$ cat config.mk
export PLATFORM = sky130hd
export DESIGN_NAME = channel_pool_allocator
export DESIGN_NICKNAME = d
export VERILOG_FILES = /design/src/hdl/cpa_pkg.sv /design/src/hdl/cpa_map.sv /design/src/hdl/channel_pool_allocator.sv
export SDC_FILE = /design/constraint.sdc
export NUM_CORES = 1
export LEC_CHECK = 0
export ABC_AREA = 0
export BUFFER_PORTS_ARGS = -buffer_cell sky130_fd_sc_hd__buf_2
export CORE_ASPECT_RATIO = 1.25
export CORE_MARGIN = 2
export CORE_UTILIZATION = 54
export DETAILED_ROUTE_END_ITERATION = 8
export GPL_TIMING_DRIVEN = 0
export PLACE_DENSITY_LB_ADDON = 0.12
export REMOVE_ABC_BUFFERS = 1
export SLEW_MARGIN = 20
export SYNTH_ARGS = -nofsm -noshare
export SYNTH_HDL_FRONTEND = slang
export SYNTH_HIERARCHICAL = 1
export SYNTH_SLANG_ARGS = --single-unit
$ cat constraint.sdc
create_clock -name clk_i -period 3.89 [get_ports clk_i]
set_input_delay 0.389 -clock clk_i [delete_from_list [all_inputs] [get_ports clk_i]]
set_output_delay 0.389 -clock clk_i [all_outputs]
set_load 0.005 [all_outputs]
$ cat src/hdl/cpa_pkg.sv
package cpa_pkg;

  // Field widths of one transaction
  localparam int unsigned FuncW   = 1;
  localparam int unsigned WantW   = 6;
  localparam int unsigned ChanW   = 5;
  localparam int unsigned StatusW = 2;

  // Largest run of grants one get may produce
  localparam logic [WantW-1:0] MaxResults = 6'd32;

  // Operation codes carried on the input tuser
  localparam logic [FuncW-1:0] FuncGet  = 1'b0;
  localparam logic [FuncW-1:0] FuncFree = 1'b1;

  // Result status codes
  localparam logic [StatusW-1:0] StatusOk          = 2'd0;
  localparam logic [StatusW-1:0] StatusNoChannel   = 2'd1;
  localparam logic [StatusW-1:0] StatusAlreadyFree = 2'd2;

  // Update request toward the busy map
  typedef struct packed {
    logic set;  // mark the addressed channel busy
    logic clr;  // mark the addressed channel free
  } map_cmd_t;

endpackage

$ cat src/hdl/cpa_map.sv
module cpa_map #(
  parameter int unsigned NUM_CHANNELS = 32,
  parameter int unsigned POOL_SIZE    = 10,
  parameter int unsigned IDX_W        = 5
) (
  input  logic               clk_i,
  input  logic               rst_ni,
  input  logic [IDX_W-1:0]   idx_i,
  input  cpa_pkg::map_cmd_t  cmd_i,
  output logic               busy_o
);

  localparam int unsigned PoolEff  = (POOL_SIZE > NUM_CHANNELS) ? NUM_CHANNELS : POOL_SIZE;
  localparam int unsigned FreeBase = NUM_CHANNELS - PoolEff;

  logic [NUM_CHANNELS-1:0] map_q;

  // Channels below the free pool come out of reset busy
  always_ff @(posedge clk_i or negedge rst_ni) begin
    if (!rst_ni) begin
      for (int i = 0; i < int'(NUM_CHANNELS); i++) begin
        map_q[i] <= (i < int'(FreeBase)) ? 1'b1 : 1'b0;
      end
    end else if (cmd_i.set) begin
      map_q[idx_i] <= 1'b1;
    end else if (cmd_i.clr) begin
      map_q[idx_i] <= 1'b0;
    end
  end

  assign busy_o = map_q[idx_i];

endmodule

$ cat src/hdl/channel_pool_allocator.sv
// Channel      Dir  tdata bits (low first)                tuser          tlast
// s_axis       in   want_count[5:0], free_channel[10:6]   func           -
// m_axis       out  granted_channel[4:0], status[6:5]     has_channel    last
//
// One transaction at a time. A free goes to StFinal, which clears the
// map bit and registers the result. A get walks the busy map with one shared
// bit-test/count unit: it first counts the free channels over the whole map,
// then scans down for grants, one result per free channel found.
// Reset loads the map at once: channels below the top POOL_SIZE are busy.
// A stalled m_axis holds the scan at the next result; s_axis is ready only
// while the sequencer is idle.
module channel_pool_allocator #(
  parameter int unsigned NUM_CHANNELS = 32,
  parameter int unsigned POOL_SIZE    = 10
) (
  input  logic        clk_i,
  input  logic        rst_ni,
  input  logic        s_axis_tvalid,
  output logic        s_axis_tready,
  input  logic [15:0] s_axis_tdata,   // want_count[5:0], free_channel[10:6], zero
  input  logic        s_axis_tuser,   // func
  output logic        m_axis_tvalid,
  input  logic        m_axis_tready,
  output logic [7:0]  m_axis_tdata,   // granted_channel[4:0], status[6:5], zero
  output logic        m_axis_tuser,   // has_channel
  output logic        m_axis_tlast    // last
);

  localparam int unsigned IdxW = (NUM_CHANNELS > 1) ? $clog2(NUM_CHANNELS) : 1;
  localparam int unsigned CntW = $clog2(NUM_CHANNELS + 1);
  localparam int unsigned CmpW = (CntW > cpa_pkg::WantW) ? CntW : cpa_pkg::WantW;
  localparam logic [IdxW-1:0] TopIdx = IdxW'(NUM_CHANNELS - 1);

  // Sequencer states
  localparam logic [1:0] StIdle  = 2'd0;
  localparam logic [1:0] StCount = 2'd1;
  localparam logic [1:0] StGrant = 2'd2;
  localparam logic [1:0] StFinal = 2'd3;

  logic [1:0]                   state_q, state_d;
  logic [IdxW-1:0]              idx_q, idx_d;
  logic [CntW-1:0]              cnt_q, cnt_d;
  logic [cpa_pkg::WantW-1:0]    left_q, left_d;
  logic                         fail_q, fail_d;
  logic [cpa_pkg::FuncW-1:0]    func_q;
  logic [cpa_pkg::WantW-1:0]    want_q;
  logic [cpa_pkg::ChanW-1:0]    fch_q;

  logic                         out_valid_q, out_valid_d;
  logic [cpa_pkg::ChanW-1:0]    out_chan_q, out_chan_d;
  logic                         out_has_q, out_has_d;
  logic [cpa_pkg::StatusW-1:0]  out_status_q, out_status_d;
  logic                         out_last_q, out_last_d;

  logic                         in_fire;
  logic                         slot_free;
  logic                         emit;
  logic [IdxW-1:0]              map_idx;
  cpa_pkg::map_cmd_t            map_cmd;
  logic                         map_busy;
  logic [CntW-1:0]              total;
  logic                         fch_valid;

  assign s_axis_tready = (state_q == StIdle);
  assign in_fire       = s_axis_tvalid && s_axis_tready;
  assign slot_free     = !out_valid_q || m_axis_tready;
  assign total         = cnt_q + CntW'(!map_busy);
  assign fch_valid     = (32'(fch_q) < NUM_CHANNELS);

  // Shared bit-test unit: the freed channel in StFinal, the scan index in every other state
  assign map_idx = (state_q == StFinal) ? IdxW'(fch_q) : idx_q;

  cpa_map #(
    .NUM_CHANNELS (NUM_CHANNELS),
    .POOL_SIZE    (POOL_SIZE),
    .IDX_W        (IdxW)
  ) u_map (
    .clk_i  (clk_i),
    .rst_ni (rst_ni),
    .idx_i  (map_idx),
    .cmd_i  (map_cmd),
    .busy_o (map_busy)
  );

  always_comb begin
    state_d      = state_q;
    idx_d        = idx_q;
    cnt_d        = cnt_q;
    left_d       = left_q;
    fail_d       = fail_q;
    map_cmd      = '0;
    emit         = 1'b0;
    out_chan_d   = out_chan_q;
    out_has_d    = out_has_q;
    out_status_d = out_status_q;
    out_last_d   = out_last_q;

    case (state_q)
      StIdle: begin
        if (in_fire) begin
          idx_d  = TopIdx;
          cnt_d  = '0;
          fail_d = 1'b0;
          // Zero-channel gets and frees answer at once
          if (s_axis_tuser == cpa_pkg::FuncGet && s_axis_tdata[5:0] != '0) begin
            state_d = StCount;
          end else begin
            state_d = StFinal;
          end
        end
      end
      StCount: begin
        // Tally one map bit a cycle, top down
        cnt_d = total;
        idx_d = idx_q - IdxW'(1);
        if (idx_q == '0) begin
          idx_d  = TopIdx;
          left_d = want_q;
          if (want_q > cpa_pkg::MaxResults || CmpW'(want_q) > CmpW'(total)) begin
            fail_d  = 1'b1;
            state_d = StFinal;
          end else begin
            state_d = StGrant;
          end
        end
      end
      StGrant: begin
        if (map_busy) begin
          idx_d = idx_q - IdxW'(1);
        end else if (slot_free) begin
          // Claim this channel and hand it out
          map_cmd.set  = 1'b1;
          emit         = 1'b1;
          out_chan_d   = cpa_pkg::ChanW'(idx_q);
          out_has_d    = 1'b1;
          out_status_d = cpa_pkg::StatusOk;
          out_last_d   = (left_q == cpa_pkg::WantW'(1));
          left_d       = left_q - cpa_pkg::WantW'(1);
          idx_d        = idx_q - IdxW'(1);
          if (left_q == cpa_pkg::WantW'(1)) begin
            state_d = StIdle;
          end
        end
      end
      StFinal: begin
        if (slot_free) begin
          emit       = 1'b1;
          out_chan_d = '0;
          out_has_d  = 1'b0;
          out_last_d = 1'b1;
          if (func_q == cpa_pkg::FuncFree) begin
            if (fch_valid && map_busy) begin
              map_cmd.clr  = 1'b1;
              out_status_d = cpa_pkg::StatusOk;
            end else begin
              out_status_d = cpa_pkg::StatusAlreadyFree;
            end
          end else begin
            out_status_d = fail_q ? cpa_pkg::StatusNoChannel : cpa_pkg::StatusOk;
          end
          state_d = StIdle;
        end
      end
      default: begin
        state_d = StIdle;
      end
    endcase
  end

  // Output register: load on emit, drop once taken
  always_comb begin
    if (emit) begin
      out_valid_d = 1'b1;
    end else if (m_axis_tready) begin
      out_valid_d = 1'b0;
    end else begin
      out_valid_d = out_valid_q;
    end
  end

  always_ff @(posedge clk_i or negedge rst_ni) begin
    if (!rst_ni) begin
      state_q     <= StIdle;
      out_valid_q <= 1'b0;
      idx_q       <= '0;
      cnt_q       <= '0;
      left_q      <= '0;
      fail_q      <= 1'b0;
    end else begin
      state_q     <= state_d;
      out_valid_q <= out_valid_d;
      idx_q       <= idx_d;
      cnt_q       <= cnt_d;
      left_q      <= left_d;
      fail_q      <= fail_d;
    end
  end

  // Hold the request fields for the whole transaction
  always_ff @(posedge clk_i) begin
    if (in_fire) begin
      func_q <= s_axis_tuser;
      want_q <= s_axis_tdata[5:0];
      fch_q  <= s_axis_tdata[10:6];
    end
  end

  always_ff @(posedge clk_i) begin
    if (emit) begin
      out_chan_q   <= out_chan_d;
      out_has_q    <= out_has_d;
      out_status_q <= out_status_d;
      out_last_q   <= out_last_d;
    end
  end

  assign m_axis_tvalid = out_valid_q;
  assign m_axis_tdata  = {1'b0, out_status_q, out_chan_q};
  assign m_axis_tuser  = out_has_q;
  assign m_axis_tlast  = out_last_q;

endmodule
==> results.sh <==
export IMPL_critPathBufInv=3
export IMPL_clkTransAtPathRegs_ps=80
export IMPL_startpoint_type="flip-flop"
export IMPL_arrival_ps=4120
export IMPL_drive_gt1_frac=0.397
export IMPL_finalSetupViolations=0
export IMPL_die_width_um=82.0
export IMPL_synth_most_common_cell="nor2_1"
export IMPL_hold_class="input port to asynchronous set/reset pin"
export IMPL_core_area_um2=7360
export IMPL_placed_area_um2=4270
export IMPL_period_share=0.996
export IMPL_vias=3111
export IMPL_ys_flop_type="dfrtp_1"
export IMPL_synth_seq_cells=74
export IMPL_grt_ovfl_total=0
export IMPL_dr_pass1_iters=4
export IMPL_relSlewSlack=0.399
export IMPL_drt_total_wl_um=9500
export IMPL_hold_violations=0
export IMPL_num_rows=35
export IMPL_critical_path_cell_chain="ha_4 -> buf_8 -> a21o_4 -> mux4_2 -> and3_4 -> a221oi_2 -> nand4_1 -> inv_2 -> ha_4 -> ha_4 -> nand3_4 -> xor2_1 -> ha_1 -> and4_4 -> buf_6 -> a32oi_4 -> nor2_1 -> o31ai_1"
export IMPL_synth_top_cell_area_share=0.189
export IMPL_ant_nets=0
export IMPL_synth_cell_types=64
export IMPL_clock_path_buffers=2
export IMPL_post_route_cell_area_um2=4880
export IMPL_worstMarginPinSlew_ps=902
export IMPL_hpwlAfterDp_um=6030
export IMPL_area_growth_pct=18.9
export IMPL_synth_top_area_cell="dfrtp_1"
export IMPL_cts_tree="done"
export IMPL_status="finished, final reports clean"
export IMPL_worstSkewPairLatency_ps=350
export IMPL_drc_errors=0
export IMPL_synthCells=379
export IMPL_max_freq_ghz=0.258
export IMPL_netlist_top_cells_count="nor2_1, mux2_2, dfrtp_1"
export IMPL_hold_buffers=0
export IMPL_grt_usage=0.245
export IMPL_syn_cell_area_um2=4110
export IMPL_ir_worst_vdd_v=0.000519
export IMPL_syn_area_per_cell_um2=10.8
export IMPL_critical_path_top_delay_family="adder cells"
export IMPL_drv_slew=0
export IMPL_viasPerCell=6.04
export IMPL_max_cap_violations=0
export IMPL_start_util=0.558
export IMPL_slowest_delay_ps=430
export IMPL_crit_path_top_delay_cell="mux4_2"
export IMPL_p_per_area_nw_per_um2=857
export IMPL_wl_per_cell_um=18.4
export IMPL_fin_nets=455
export IMPL_clock_skew_ps=11.1
export IMPL_cts_root_buf="clkbuf_8"
export IMPL_crit_top_cell="ha_4"
export IMPL_yosys_warnings=6
export IMPL_ioPinCount=33
export IMPL_diodes=0
export IMPL_synth_edf_count=21
export IMPL_clock_sinks=74
export IMPL_required_ps=4140
export IMPL_async_flop_share=0.716
export IMPL_post_route_util=0.664
export IMPL_ys_top_cells_by_area="dfrtp_1, edfxtp_1, dfstp_2"
export IMPL_rsz0062_at_grt="true"
export IMPL_antenna_found_initial=0
export IMPL_period_minus_slack_ps=3870
export IMPL_place_congestion=0.812
export IMPL_cp_end_kind="flip-flop"
export IMPL_grt_pass1_wl_um=15200
export IMPL_seq_area_frac_synth=0.483
export IMPL_grt_pass1_vias=3081
export IMPL_numCtsBuffers=9
export IMPL_die_area_um2=8320
export IMPL_grt_max_degree=54
export IMPL_die_height_um=102
export IMPL_io_buffers=26
export IMPL_htree_levels=3
export IMPL_worstSetupPathType="flip-flop to flip-flop"
export IMPL_path_max_fanout=6
export IMPL_drt_initial_drc_count=147
export IMPL_p_leak_nw=1.93
[report_power, final]
group,internal (W),total (W),switching [W]
registers,0.00112,0.00129,0.000178
logic,0.00100,0.00224,0.00123
clock network,0.000361,0.000654,0.000293
total,0.00248,0.00418,0.00170
[metrics by stage]
stage / power [W] / setup TNS [ps] / std cells / setup slack, ps / hold WS (ps)
global placement: 0.00298 / -79890 / 478 / -2330 / 482
floorplan: 0.00254 / -24240 / 360 / -892 / 93.4
CTS: 0.00402 / 0 / 510 / 1.34 / 101
detailed placement: 0.00303 / -48340 / 478 / -1350 / 479
global route: 0.00447 / -261 / 515 / -139 / 132
finish: 0.00418 / 0 / 515 / 16.0 / 89.7
[placed cells by master (no fill, tap or decap), types with 4 or more instances in the layout]
| cell type | Yosys | routed |
|---|---|---|
| a21oi_1 | 10 | 9 |
| edfxtp_1 | 21 | 21 |
| dfrtp_1 | 31 | 31 |
| nand2_1 | 23 | 23 |
| nor2_2 | 1 | 5 |
| mux2_2 | 32 | 32 |
| nor2_1 | 38 | 32 |
| dfstp_2 | 22 | 22 |
| nand2b_1 | 7 | 6 |
| ha_4 | 0 | 4 |
| buf_4 | 1 | 17 |
| buf_2 | 6 | 25 |
| nor3_1 | 7 | 7 |
| a22o_1 | 4 | 4 |
| o21ai_0 | 12 | 12 |
| mux2i_1 | 11 | 11 |
| or3_1 | 5 | 4 |
| ha_1 | 16 | 12 |
| a21o_1 | 9 | 4 |
| inv_1 | 14 | 13 |
| clkbuf_8 | 0 | 9 |
| nand3_1 | 14 | 12 |
| o21ai_1 | 10 | 9 |
| o22ai_1 | 5 | 4 |
| nor2b_1 | 8 | 7 |
| a21o_4 | 0 | 4 |
[per-layer routing]
layer / vias to the layer above / track usage / share of wire
met5: - / 0 / 0
met4: 0 / 0.0923 / 0.021
met3: 19 / 0.0535 / 0.044
met2: 95 / 0.418 / 0.53
met1: 1540 / 0.302 / 0.41
li1: 1457 / - / -
[final timing paths]
check | from | to | slack [ps] | cells past startpoint
hold / removal | rst_ni | asynchronous set/reset pin | 90 | 1
max in group asynchronous | rst_ni | state_q[1]$_DFFE_PN0P_ | 3350 | 1
hold reg to reg | flip-flop | flip-flop | 520 | 1
setup reg to reg | state_q[1]$_DFFE_PN0P_ | fail_q$_DFFE_PN0P_ | 20 | 18
min in group clk_i | s_axis_tdata[6] | fch_q[0]$_DFFE_PP_ | 220 | 1
setup / recovery | state_q[1]$_DFFE_PN0P_ | fail_q$_DFFE_PN0P_ | 20 | 18
[kinds of logic (layout without fill, tap and decap cells)]
| kind of cell | Yosys count | after routing | synth area share |
|---|---|---|---|
| AO/OA/AOI/OAI | 71 | 72 | 0.118 |
| XOR/XNOR | 4 | 4 | 0.00853 |
| adder cells (fa/ha/maj) | 16 | 16 | 0.0487 |
| buffers and inverters | 35 | 77 | 0.0384 |
| flip-flops | 74 | 74 | 0.483 |
| multiplexers | 46 | 46 | 0.131 |
| other | 1 | 1 | 0.000913 |
| AND/OR/NAND/NOR | 132 | 133 | 0.171 |
[area by class of cell]
| class | count | area (um^2) |
|---|---|---|
| fillers | 570 | 2470 |
| multi-input cells | 272 | 2220 |
| flip-flops and latches | 74 | 1980 |
| repair buffers | 45 | 290 |
| clock buffers | 11 | 131 |
| well taps | 92 | 115 |
| clock inverters | 5 | 78.8 |
| inverters | 16 | 60.1 |
[timing repair]
action                                  4_1_cts  5_1_grt
cloned                                        1        1
buffers inserted                             15        4
pin swaps                                    13       14
endpoints found under the setup margin       55       25
resized for setup                            35       18
endpoints found under the hold margin         0        0
Note: power is estimated with default switching activity, not from simulation.
